<file path="src/rtl/itss_pkg.sv">
// package for the irq table signature scanner: types, signatures, sizes
// and register map
// no dependencies
package itss_pkg;

    typedef logic [31:0] t_word;

    // scan phases
    typedef enum logic [2:0] {
        PH_SEEK_START,
        PH_SEEK_END,
        PH_GET_TABLE,
        PH_GET_RETURN,
        PH_FAILED,
        PH_DONE
    } t_phase;

    localparam int START_LEN = 5;
    localparam int END_LEN   = 4;

    localparam t_word START_SIG [START_LEN] = '{
        32'he92d4000, 32'he3a0c301, 32'he28cce21, 32'he51c1008, 32'he3510000
    };
    localparam t_word END_SIG [END_LEN] = '{
        32'he59f1008, 32'he7910100, 32'he59fe004, 32'he12fff10
    };

    // end signature must begin within this many words of the start
    localparam int END_WINDOW = 50;
    localparam int WIN_W      = $clog2(END_WINDOW + 1);

    // word position counter, saturating
    localparam int  REGION_WORDS = 1048576;
    localparam int  POS_W        = 20;
    localparam longint POS_MAX   = (longint'(1) << POS_W) - 1;
    localparam longint POS_LIM_L = (REGION_WORDS - 1 < POS_MAX) ?
                                   longint'(REGION_WORDS - 1) : POS_MAX;
    localparam logic [POS_W-1:0] POS_LIMIT = POS_W'(POS_LIM_L);

    // register map: index bits above the byte lane
    localparam int ADDR_W = 3;
    localparam logic [ADDR_W-3:0] REG_REGION_BASE = '0;

endpackage

</file>
<file path="src/rtl/irq_table_signature_scanner.sv">
// irq table signature scanner top level; uses itss_pkg
// the result of a taken input word is registered and shows in the output register in the next cycle
// throughput: one code word per cycle while no stalled result holds the input side, set by the single register stage
// a stalled output holds the input side only while its result is not taken
// reset (synchronous, active low) clears phase, word position, window count, region_base and the output valid
// no clearing pass: the scanner takes words in the first cycle after reset
module irq_table_signature_scanner
    import itss_pkg::*;
(
    input  logic              i_clk,
    input  logic              i_rst_n,
    // configuration port
    input  logic              psel,
    input  logic              penable,
    input  logic              pwrite,
    input  logic [ADDR_W-1:0] paddr,
    input  logic [31:0]       pwdata,
    output logic [31:0]       prdata,
    output logic              pready,
    // code word stream
    input  logic              i_valid,
    output logic              o_ready,
    input  logic [31:0]       i_code_word,
    input  logic              i_last_word,
    // result stream
    output logic              o_valid,
    input  logic              i_ready,
    output logic              o_found,
    output logic [31:0]       o_table_address,
    output logic [POS_W-1:0]  o_start_offset
);

    // scan state
    t_phase           r_phase, n_phase;
    t_word            r_hist [4];          // [0] is the newest previous word
    logic [POS_W-1:0] r_pos, n_pos;
    logic [POS_W-1:0] r_start_pos;
    logic [WIN_W-1:0] r_wcnt, n_wcnt;
    t_word            r_tp;                // table pointer pre-offset by 4*(r+1)
    t_word            r_base;

    // output register
    logic             r_o_valid;
    logic             r_found;
    t_word            r_addr;
    logic [POS_W-1:0] r_off;

    logic  w_acc;
    logic  w_start_hit;
    logic  w_end_hit;
    logic  w_end_ok;
    logic  w_win_out;
    logic  w_emit_found;
    logic  w_emit_miss;
    logic  w_cfg_wr;
    t_word w_ret_addr;
    t_word w_tp_next;

    // ---------------------------------------------------------------
    // configuration port
    // ---------------------------------------------------------------
    assign pready   = 1'b1;
    assign w_cfg_wr = psel && penable && pwrite && pready &&
                      (paddr[ADDR_W-1:2] == REG_REGION_BASE);
    assign prdata   = (paddr[ADDR_W-1:2] == REG_REGION_BASE) ? r_base : '0;

    // ---------------------------------------------------------------
    // handshake: the output register parts the two sides, so a new
    // word is taken whenever the pending result leaves this cycle
    // ---------------------------------------------------------------
    assign o_ready = !r_o_valid || i_ready;
    assign w_acc   = i_valid && o_ready;

    // ---------------------------------------------------------------
    // signature compares and arithmetic
    // ---------------------------------------------------------------
    // start signature needs five words of this region, the newest is the input
    assign w_start_hit = (r_pos >= POS_W'(START_LEN - 1)) &&
                         (r_hist[3] == START_SIG[0]) &&
                         (r_hist[2] == START_SIG[1]) &&
                         (r_hist[1] == START_SIG[2]) &&
                         (r_hist[0] == START_SIG[3]) &&
                         (i_code_word == START_SIG[4]);

    assign w_end_hit = (r_hist[2] == END_SIG[0]) &&
                       (r_hist[1] == END_SIG[1]) &&
                       (r_hist[0] == END_SIG[2]) &&
                       (i_code_word == END_SIG[3]);

    // saturating word position
    assign n_pos  = (r_pos < POS_LIMIT) ? r_pos + 1'b1 : r_pos;
    // window count stays below its maximum: the phase leaves before it wraps
    assign n_wcnt = r_wcnt + 1'b1;

    assign w_end_ok  = (int'(n_wcnt) + 2) <= END_WINDOW;
    assign w_win_out = (int'(n_wcnt) + 2) >= END_WINDOW;

    // the return word sits at index n_pos, so 4*(r+1) is folded into the
    // stored table pointer; a multiple of four passes through the mask
    assign w_tp_next  = i_code_word +
                        32'({(POS_W + 1)'(n_pos) + 1'b1, 2'b00});
    assign w_ret_addr = r_base + ((r_tp - i_code_word) & ~32'h3);

    // ---------------------------------------------------------------
    // phase sequencing
    // ---------------------------------------------------------------
    always_comb begin
        n_phase = r_phase;
        if (w_acc) begin
            if (i_last_word) begin
                // region end: phase and word position return to their reset values
                n_phase = PH_SEEK_START;
            end else begin
                unique case (r_phase)
                    PH_SEEK_START: begin
                        if (w_start_hit) n_phase = PH_SEEK_END;
                    end
                    PH_SEEK_END: begin
                        if (w_end_hit && w_end_ok) begin
                            n_phase = PH_GET_TABLE;
                        end else if (w_win_out) begin
                            n_phase = PH_FAILED;
                        end
                    end
                    PH_GET_TABLE:  n_phase = PH_GET_RETURN;
                    PH_GET_RETURN: n_phase = PH_DONE;
                    PH_FAILED:     n_phase = PH_FAILED;
                    PH_DONE:       n_phase = PH_DONE;
                    default:       n_phase = PH_SEEK_START;
                endcase
            end
        end
    end

    // ---------------------------------------------------------------
    // result decode: a hit on the return word, or a miss on the last
    // word; after a hit the rest of the region gives nothing
    // ---------------------------------------------------------------
    always_comb begin
        w_emit_found = w_acc && (r_phase == PH_GET_RETURN);
        w_emit_miss  = w_acc && i_last_word &&
                       (r_phase != PH_GET_RETURN) && (r_phase != PH_DONE);
    end

    // ---------------------------------------------------------------
    // registers
    // ---------------------------------------------------------------
    always_ff @(posedge i_clk) begin
        if (!i_rst_n) begin
            r_phase   <= PH_SEEK_START;
            r_pos     <= '0;
            r_wcnt    <= '0;
            r_base    <= '0;
            r_o_valid <= 1'b0;
        end else begin
            r_phase <= n_phase;

            if (w_cfg_wr) begin
                r_base <= pwdata;
            end

            if (w_acc) begin
                if (i_last_word) begin
                    r_pos <= '0;
                end else if (r_phase != PH_DONE) begin
                    r_pos <= n_pos;
                end
                if (r_phase == PH_SEEK_START && w_start_hit) begin
                    r_wcnt <= '0;
                end else if (r_phase == PH_SEEK_END) begin
                    r_wcnt <= n_wcnt;
                end
            end

            if (w_emit_found || w_emit_miss) begin
                r_o_valid <= 1'b1;
            end else if (i_ready) begin
                r_o_valid <= 1'b0;
            end
        end
    end

    // payload registers, no reset needed
    always_ff @(posedge i_clk) begin
        if (w_acc && r_phase != PH_DONE) begin
            r_hist[3] <= r_hist[2];
            r_hist[2] <= r_hist[1];
            r_hist[1] <= r_hist[0];
            r_hist[0] <= i_code_word;
        end
        if (w_acc && r_phase == PH_SEEK_START && w_start_hit) begin
            r_start_pos <= r_pos - POS_W'(START_LEN - 1);
        end
        if (w_acc && r_phase == PH_GET_TABLE) begin
            r_tp <= w_tp_next;
        end
        if (w_emit_found) begin
            r_found <= 1'b1;
            r_addr  <= w_ret_addr;
            r_off   <= r_start_pos;
        end else if (w_emit_miss) begin
            r_found <= 1'b0;
            r_addr  <= '0;
            r_off   <= '0;
        end
    end

    assign o_valid         = r_o_valid;
    assign o_found         = r_found;
    assign o_table_address = r_addr;
    assign o_start_offset  = r_off;

endmodule

</file>
<file path="config.mk">
export PLATFORM = sky130hd
export DESIGN_NAME = irq_table_signature_scanner
export DESIGN_NICKNAME = d
export VERILOG_FILES = /design/src/rtl/itss_pkg.sv /design/src/rtl/irq_table_signature_scanner.sv
export SDC_FILE = /design/constraint.sdc
export NUM_CORES = 1
export LEC_CHECK = 0
export BUFFER_PORTS_ARGS = -buffer_cell sky130_fd_sc_hd__buf_2
export CAP_MARGIN = 5
export CORE_MARGIN = 2
export CORE_UTILIZATION = 30
export DETAILED_ROUTE_END_ITERATION = 8
export PLACE_DENSITY = 0.56
export SYNTH_ARGS = -nofsm -noshare
export SYNTH_HDL_FRONTEND = slang
export SYNTH_SLANG_ARGS = --single-unit
</file>
<file path="constraint.sdc">
create_clock -name i_clk -period 6.5 [get_ports i_clk]
set_input_delay 0.325 -clock i_clk [delete_from_list [all_inputs] [get_ports i_clk]]
set_output_delay 0.325 -clock i_clk [all_outputs]
set_load 0.02 [all_outputs]
</file>
### Word level (Yosys, flattened, before mapping)

Memory sizes are Yosys's and may differ from the RTL's.
Cells that the tools add are included.

| operators by class | value |
|---|---|
| $add $sub $neg | 8 |
| multipliers | 0 |
| divide/modulo/power cells | 0 |
| order comparisons | 4 |
| equality and inequality tests | 18 |
| shift-type cells | 0 |
| muxes and demuxes | 19 |
| bitwise logic cells | 1 |
| reduce and logical (&&, ||, !) cells | 34 |

Operators with widths:

| operator | number |
|---|---|
| == test 32 bit (second input constant) | 9 |
| 2-to-1 mux 20 bit | 5 |
| 2-to-1 mux 32 bit | 3 |
| adder 32 x 23 -> 32 bit | 1 |
| adder 32 bit | 1 |
| less-or-equal comparator 32 x 7 -> 1 bit (second input constant) | 1 |
| subtractor 32 bit | 1 |
| logical AND 1 bit | 22 |
| adder 20 x 1 -> 21 bit (second input constant) | 1 |
| adder 20 x 1 -> 20 bit (second input constant) | 1 |
| greater-or-equal comparator 20 x 3 -> 1 bit (second input constant) | 1 |
| less-than comparator 20 bit (second input constant) | 1 |
| subtractor 20 x 3 -> 20 bit (second input constant) | 1 |
| one-hot mux 3 bit (5 select lines) | 1 |
| 2-to-1 mux 3 bit | 4 |
| 2-to-1 mux 6 bit | 2 |
| nonzero test 2 bit | 4 |
| adder 6 x 2 -> 7 bit (second input constant) | 1 |
| greater-or-equal comparator 7 x 6 -> 1 bit (second input constant) | 1 |
| adder 6 x 1 -> 6 bit (second input constant) | 1 |
| == test 3 x 2 -> 1 bit (second input constant) | 2 |
| == test 3 bit (second input constant) | 2 |
| inequality test 3 bit (second input constant) | 2 |
| 2-to-1 mux 1 bit | 4 |
| 10 further kinds | 12 |

| word-level totals | value |
|---|---|
| register bits | 167 |
| latch bits | 0 |
| RAM bits | 128 |
| bits in read-only memories | 0 |
| input port bits | 75 |
| word-level logic and storage cells | 95 |
| memories kept | 1 |

Memories:

| memory | depth | bits a word | rd ports | clocked after Yosys merged registers in | write ports | RTL line | source |
|---|---|---|---|---|---|---|---|
| r_hist | 4 | 32 | 4 | 0 | 4 | irq_table_signature_scanner.sv:35 | `t_word r_hist [4];` |

### Depth between registers and ports, before layout

Gate-level depths: netlist of run 1.
An unclocked memory read counts as a cell.

| logic depth | value |
|---|---|
| depth after elaboration | 10 |
| gate-level depth with buffers | 22 |
| gate-level depth less buffers | 21 |

### Worst setup path before layout of run 1

Ideal clock, no wire load.

| timing path | value |
|---|---|
| path type | register to register |
| from | register r_o_valid, in the netlist o_valid |
| to | register r_off[0], in the netlist o_start_offset[0] (enable) |
| setup time | 0.411 ns |
| arrival | 4.996 ns |
| data required time | 6.089 ns |
| path slack | 1.093 ns |
| cell stages (with the launch flop) | 7 |
| buffers on the path | 0 |
| path through | dfxtp_1 -> nand2b_1 -> and2_1 -> nand2_1 -> inv_1 -> nand2_1 -> nand2_1 |

| between the ends | value |
|---|---|
| word-level cells in the longest chain between the ends | 7 |
| elaborated cells on any way between the ends | 8 |
| those cells by class | reduce/logical (8) |

Ends and longest elaborated chain:

| item | RTL line | source |
|---|---|---|
| start: declaration | irq_table_signature_scanner.sv:43 | `logic r_o_valid;` |
| start signal: assignment | irq_table_signature_scanner.sv:154 | `r_o_valid <= 1'b0;` |
| start signal: assignment | irq_table_signature_scanner.sv:176 | `r_o_valid <= 1'b1;` |
| start signal: assignment | irq_table_signature_scanner.sv:178 | `r_o_valid <= 1'b0;` |
| logical NOT 1 bit (*) | irq_table_signature_scanner.sv:71 | `assign o_ready = !r_o_valid \|\| i_ready;` |
| logical OR 1 bit (*) | irq_table_signature_scanner.sv:71 |  |
| named net o_ready | irq_table_signature_scanner.sv:22 | `output logic o_ready,` |
| logical AND 1 bit (*) | irq_table_signature_scanner.sv:72 | `assign w_acc = i_valid && o_ready;` |
| logical AND 1 bit (2 in a row) | irq_table_signature_scanner.sv:141 | `w_emit_miss = w_acc && i_last_word &&` |
| logical AND 1 bit | irq_table_signature_scanner.sv:142 | `(r_phase != PH_GET_RETURN) && (r_phase != PH_DONE);` |
| nonzero test 2 bit (no line) (*) | n/a |  |
| end signal: assignment | irq_table_signature_scanner.sv:200 | `r_off <= r_start_pos;` |
| end: declaration | irq_table_signature_scanner.sv:46 | `logic [POS_W-1:0] r_off;` |

The timed path passes the listed nets; every way through them passes the cells marked *.
A chain may end at the register's enable or synchronous reset.

### Worst setup path after layout of run 1

| timing path | value |
|---|---|
| from | register r_pos[3] |
| to | register r_tp[30], data pin |

| between the ends | value |
|---|---|
| word-level cells in the longest chain between the ends | 4 |
| elaborated cells on any way between the ends | 5 |
| those cells by class | add/sub (3); order compare (1); mux (1) |

Ends and longest elaborated chain:

| item | RTL line | source |
|---|---|---|
| start: declaration | irq_table_signature_scanner.sv:36 | `logic [POS_W-1:0] r_pos, n_pos;` |
| start signal: assignment | irq_table_signature_scanner.sv:166 | `r_pos <= n_pos;` |
| adder 20 x 1 -> 20 bit / less-than comparator 20 bit (equally long branches) | irq_table_signature_scanner.sv:91 | `assign n_pos = (r_pos < POS_LIMIT) ? r_pos + 1'b1 : r_pos;` |
| 2-to-1 mux 20 bit (*) | irq_table_signature_scanner.sv:91 |  |
| adder 20 x 1 -> 21 bit (*) | irq_table_signature_scanner.sv:101 | `32'({(POS_W + 1)'(n_pos) + 1'b1, 2'b00});` |
| adder 32 x 23 -> 32 bit (*) | irq_table_signature_scanner.sv:100 | `assign w_tp_next = i_code_word +` |
| named net w_tp_next[30] | irq_table_signature_scanner.sv:57 | `t_word w_tp_next;` |
| end signal: assignment | irq_table_signature_scanner.sv:195 | `r_tp <= w_tp_next;` |
| end: declaration | irq_table_signature_scanner.sv:39 | `t_word r_tp;` |

Marked as above.

==> impl_metrics.tcl, run 1 <==
set metrics [dict create \
    startpoint_type "flip-flop" \
    cts.clk_slew.worst_paths_ps 60 \
    clkSinkCount 295 \
    io_buffers 159 \
    dpl_cell_area_um2 17700 \
    r2r-start "r_pos[3]" \
    cts_root_buf "clkbuf_16" \
    clk_path_buf_depth 3 \
    rsz0062_at_grt "false" \
    cts_made_buffers 36 \
    synth_area_um2 16200 \
    cp_max_fo 13 \
    seq_area_frac_synth_pct 50.9 \
    antenna_left 0 \
    max-vdd-ir-drop_v 0.000131 \
    fp.dieArea_um2 55800 \
    avgRoutedWirePerCell_um 18.4 \
    track_usage_pct 15.9 \
    hold_class "in2reg" \
    r2r_cells 18 \
    ys_seq_elements 295 \
    instances_no_fill 2441 \
    grt_use_met2_pct 26.7 \
    grt_antenna_before_repair 3 \
    max_slew_margin_pct 22.5 \
    totalWireLength_um 44900 \
    routabilityCongestion 0.855 \
    avgSynthCellArea_um2 10.4 \
    areaGrowthSynthToFinish_pct 17.1 \
    finClkSkew_ps 11.3 \
    num_rows 85 \
    vias_per_cell 5.03 \
    clk_latency_ps 550 \
    synth-main-ff-cell "edfxtp_1" \
    fin_crit_ps 5670 \
    grt-ovfl-total 0 \
    cts_tree "yes" \
    drive_above_1_share_pct 14.2 \
    crit_path_end "r_tp[30]" \
    worstSetupPathType "reg2reg" \
    status "completed" \
    synth_warnings 0 \
    drc_errors 0 \
    dr_total_vias 12300 \
    die_w_um 236 \
    met3_usage_pct 2.94 \
    num-nets-final 1890 \
    grt_max_degree 79 \
    coreArea_um2 53500 \
    firstDrtPassIters 5 \
    final_cell_mix "232 x edfxtp_1, 159 x buf_2, 138 x nand2_1" \
    placed_cells 2360 \
    crit_start "r_pos[3]" \
    die_y_um 236 \
    synthArstFlopShare_pct 0 \
    final_common_cell "edfxtp_1" \
    cts-resized-gates 0 \
    p_leak_nw 7.27 \
    fin_area_um2 18900 \
    grt_pass1_vias 11600 \
    finalHoldViolations 0 \
    drt_iter0_markers 793 \
    pin_count 163 \
    required_ps 6790 \
    drv_slew 0 \
    synth_edf_count 232 \
    cap_violations 0 \
    syn_nets 1725 \
    tightest_slew_ps 1160 \
    r2r_end "r_tp[30]" \
    end_kind "flip-flop" \
    worst_ep_arrival_time_ps 5960 \
    fin_crit_sh_pct 87.2 \
    reg2reg_slack_ps 830 \
    cellPowerDensity_nw_per_um2 233 \
    hpwl_um 33500 \
    grt-busiest-layer "met2" \
    grt_pass1_wl_um 67800 \
    setup_violations 0 \
    initial_core_util_pct 30.2 \
    synth_cell_types 76 \
    use_met1_pct 20.4 \
    fmax_mhz 176 \
    h-tree-depth 2 \
    syn-instance-count 1555 \
    fin_setup_tns_ps 0 \
]
==> routing by layer <==
metal	up-vias	routed length (um)
li1	6045	-
met1	5847	19700
met2	320	21600
met3	76	2250
met4	2	1390
met5	-	11
==> where the power goes <==
part           total, W  switching [W]  internal [W]
Combinational  0.000385       0.000245      0.000140
Clock           0.00188       0.000810       0.00107
Sequential      0.00215      0.0000435       0.00211
Total           0.00442        0.00110       0.00332
==> worst min path at each step <==
stage,startpoint,endpoint,slack [ps],depth (start not counted)
floorplan,i_code_word[0],r_hist[0][0],420,0
global placement,r_hist[0][9],r_hist[1][9],430,0
detailed placement,r_hist[1][4],r_hist[2][4],440,0
CTS,pwdata[20],r_base[20],0.5,3
global route,pwdata[5],r_base[5],10,3
finish,pwdata[19],r_base[19],20,3
==> timing repair <==
action | in CTS | in global routing
buffers inserted | 0 | 0
endpoints found under the hold margin | 18 | 0
hold buffers | 18 | 0
==> through the flow <==
step | total power [W] | hold slack [ps] | util [%] | setup WS, ps
after global routing | 0.00459 | 14.2 | 35.4 | 167
final | 0.00442 | 24.4 | 35.4 | 830
after global placement | 0.00256 | 435 | 33.0 | 830
after CTS | 0.00447 | 0.528 | 35.4 | 811
after detailed placement | 0.00257 | 436 | 33.0 | 854
after floorplan | 0.00242 | 424 | - | 1090
==> cells by family (layout without fill, tap and decap cells) <==
| family | after synthesis | count (layout) | share of synthesized area (%) |
|---|---|---|---|
| and+or+nand+nor | 598 | 598 | 19.8 |
| AOI/OAI and AO/OA | 324 | 324 | 12.2 |
| DFF | 295 | 295 | 50.9 |
| buffers and inverters | 119 | 307 | 2.88 |
| xor gates and xnor gates | 118 | 118 | 6.39 |
| adders and majority gates | 96 | 96 | 7.51 |
| muxes | 4 | 4 | 0.248 |
| other | 1 | 3 | 0.0232 |
==> flip-flops by register name, indices dropped and copies added (netlist names) <==
signal	count
r_wcnt	6
r_phase	3
o_valid	1
o_table_address	32
r_base	32
o_start_offset	20
r_hist	128
r_tp	32
o_found	1
r_start_pos	20
r_pos	20
==> layout make-up <==
cell class	instances	area, um2
fillers	5307	34600
flip-flops and latches	295	8230
multi-input cells	1141	7480
repair buffers	184	1030
clock buffers	47	983
well taps	696	871
inverters	62	235
clock inverters	14	93.8
diodes	2	5.00
==> synth_stat cells, drive strengths merged, types with 3 or more instances <==
library cell / n / area, um2
a31oi: 9 / 56.3
o31ai: 5 / 37.5
nor2b: 44 / 275
dfxtp: 63 / 1260
o21a: 25 / 188
or3: 12 / 75.1
a22oi: 3 / 22.5
o21ai: 64 / 320
and2: 31 / 194
nor4: 35 / 246
a21boi: 5 / 37.5
o21bai: 5 / 37.5
a211oi: 19 / 148
or4b: 6 / 60.1
nor4bb: 7 / 70.1
buf: 12 / 63.8
a21oi: 132 / 661
mux2i: 4 / 40.0
nor3b: 7 / 52.6
a211o: 3 / 26.3
nand4b: 13 / 114
xnor2: 74 / 648
xor2: 44 / 385
and3: 15 / 98.8
and4: 5 / 43.8
nand3: 37 / 190
nand2b: 21 / 131
nand4: 31 / 194
nand2: 139 / 522
nor2: 120 / 450
clkbuf: 45 / 169
nor3: 36 / 185
or4: 9 / 71.3
nand3b: 3 / 22.5
ha: 93 / 1160
inv: 62 / 233
or2: 12 / 75.1
o211ai: 5 / 37.5
o22ai: 3 / 18.8
nor4b: 10 / 87.6
a21o: 28 / 210
edfxtp: 232 / 6970
==> critical path, cell delays in order, from the launching register on <==
cell      delay, ps
dfxtp_1         600
ha_1            310
nand4_1         210
nor4_4          500
nand2_1         330
o21ai_0         330
ha_1            250
o21ai_0         190
nor3_1          220
o21ai_0         120
xnor2_1         180
ha_1            400
nand3_1         100
a211oi_1        430
o31a_1          230
o21ai_0         160
o221ai_1        530
nand2_1         140
xnor2_1         160
Power figures use the tool's default switching activity.
==> run 2, diff against run 1 <==
--- a/config.mk
+++ b/config.mk
@@ -9,6 +9,7 @@
 export CAP_MARGIN = 5
 export CORE_MARGIN = 2
 export CORE_UTILIZATION = 30
+export CTS_BUF_LIST = sky130_fd_sc_hd__clkbuf_8
 export DETAILED_ROUTE_END_ITERATION = 8
 export PLACE_DENSITY = 0.56
 export SYNTH_ARGS = -nofsm -noshare
==> run 2 against run 1 <==
Against the previous run: largest power group unchanged; wire length grew 1.4%; fmax fell by 0.62%; highest routed layer unchanged; final cell count increased by 2.4%; clock skew up 29 ps; power shrank 5.0%.
==> impl_metrics.tcl, run 2 (synthesis results as in run 1) <==
set metrics [dict create \
    required_ps 6880 \
    nFillCells 5307 \
    die_y_um 236 \
    p_leak_nw 7.42 \
    status "completed" \
    pin_count 163 \
    final_cell_mix "232 x edfxtp_1, 159 x buf_2, 138 x nand2_1" \
    regMostFlops "r_hist" \
    crit_start "r_pos[3]" \
    cts-resized-gates 0 \
    reg2reg_slack_ps 790 \
    firstDrtPassIters 5 \
    fin_setup_tns_ps 0 \
    cts_root_buf "clkbuf_8" \
    max-vdd-ir-drop_v 0.000113 \
    max_slew_margin_pct 24.6 \
    drv_slew 0 \
    cp_max_fo 13 \
    initial_core_util_pct 30.2 \
    totalWireLength_um 45600 \
    routabilityCongestion 0.855 \
    grt_antenna_before_repair 3 \
    r2r_cells 18 \
    num_rows 85 \
    end_kind "flip-flop" \
    fin_util_pct 35.7 \
    grt-ovfl-total 0 \
    cap_violations 0 \
    hpwl_um 33500 \
    fin_crit_ps 5710 \
    worstHoldPathCells 1 \
    hold_buffers 43 \
    track_usage_pct 16.1 \
    die_w_um 236 \
    vias_per_cell 5.00 \
    cts_made_buffers 52 \
    worstHoldEndpoint "r_hist[0][25]" \
    h-tree-depth 2 \
    coreArea_um2 53500 \
    clk_latency_ps 640 \
    rsz0062_at_grt "false" \
    clkSinkCount 295 \
    hold_class "in2reg" \
    startpoint_type "flip-flop" \
    cts_tree "yes" \
    r2r-start "r_pos[3]" \
    io_buffers 159 \
    worstHoldStart "i_code_word[25]" \
    finClkSkew_ps 40.5 \
    grt_pass1_wl_um 68700 \
    fin_crit_sh_pct 87.8 \
    post_cts_buffers 0 \
    grt_pass1_vias 11900 \
    seq_area_um2 8230 \
    worst_ep_arrival_time_ps 6080 \
    drive_above_1_share_pct 14.5 \
    cellPowerDensity_nw_per_um2 220 \
    multi_input_area_um2 7480 \
    grt_max_degree 79 \
    clk_path_buf_depth 3 \
    avgRoutedWirePerCell_um 18.2 \
    fp.dieArea_um2 55800 \
    tightest_slew_ps 1130 \
    antenna_left 0 \
    worstSetupPathType "reg2reg" \
    areaGrowthSynthToFinish_pct 18.0 \
    largest_register_ffs 128 \
    cts.clk_slew.worst_paths_ps 60 \
    setup_violations 0 \
    r2r_end "r_tp[30]" \
    finalHoldViolations 0 \
    num-nets-final 1931 \
    drc_errors 0 \
    fmax_mhz 175 \
    dr_total_vias 12500 \
    drt_iter0_markers 804 \
    final_common_cell "edfxtp_1" \
]
[run 2: cell types whose count changed in the layout (fill, tap and decap cells not counted), sizes merged]
cell | previous run | this run
dlygate4sd3 | 18 | 43
inv | 67 | 84
clkbuf | 47 | 55
clkinv | 7 | 13
bufinv | 0 | 2
clkinvlp | 2 | 3
[run 2: layer usage]
metal / up-vias / wire [um] / global-route usage [%]
met4: 2 / 1840 / 7.59
met2: 337 / 21700 / 26.7
met3: 97 / 2040 / 2.64
met1: 5930 / 20000 / 20.4
li1: 6127 / - / -
met5: - / 11 / 0
[run 2: how the worst max path moves through the flow]
stage / cells after the start / endpoint / slack, ps
2_1_floorplan: 6 / o_start_offset[0] / 1090
3_3_place_gp: 20 / r_tp[27] / 830
3_5_place_dp: 20 / r_tp[27] / 850
4_1_cts: 20 / r_tp[31] / 790
5_1_grt: 20 / r_tp[31] / 150
6_report: 18 / r_tp[30] / 790
[run 2: worst max-delay path, cell delays in order (launching register included)]
cell and delay [ps]:
dfxtp_1 620, ha_1 310, nand4_1 210, nor4_4 500, nand2_1 330, o21ai_0 330
ha_1 250, o21ai_0 190, nor3_1 230, o21ai_0 120, xnor2_1 180, ha_1 400
nand3_1 100, a211oi_1 440, o31a_1 230, o21ai_0 160, o221ai_1 530, nand2_1 140
xnor2_1 170
[run 2: report_power, final]
part,internal (W),switching (W),leakage (nW)
registers,0.00211,0.0000436,2.78
clock network,0.000858,0.000791,0.573
logic,0.000150,0.000247,4.07
total,0.00311,0.00108,7.42
[run 2: cell type report]
| class | count | share of cell area, % |
|---|---|---|
| antenna | 2 | 0.0262 |
| clock buffer | 55 | 3.97 |
| clock inverter | 40 | 1.15 |
| inverter | 62 | 1.23 |
| multi-input combinational | 1141 | 39.2 |
| sequential | 295 | 43.1 |
| tap | 696 | 4.57 |
| timing repair buffer | 209 | 6.70 |
[run 2: stage by stage]
step | hold WS [ps] | cells | setup WS (ps) | cell area (um2) | total power (W)
after floorplan | 424 | 1555 | 1090 | 16200 | 0.00242
after global placement | 435 | 2360 | 830 | 17700 | 0.00256
after detailed placement | 436 | 2360 | 854 | 17700 | 0.00257
after CTS | 2.30 | 2498 | 793 | 19100 | 0.00426
after global routing | 14.5 | 2500 | 148 | 19100 | 0.00438
final | 48.0 | 2500 | 795 | 19100 | 0.00420
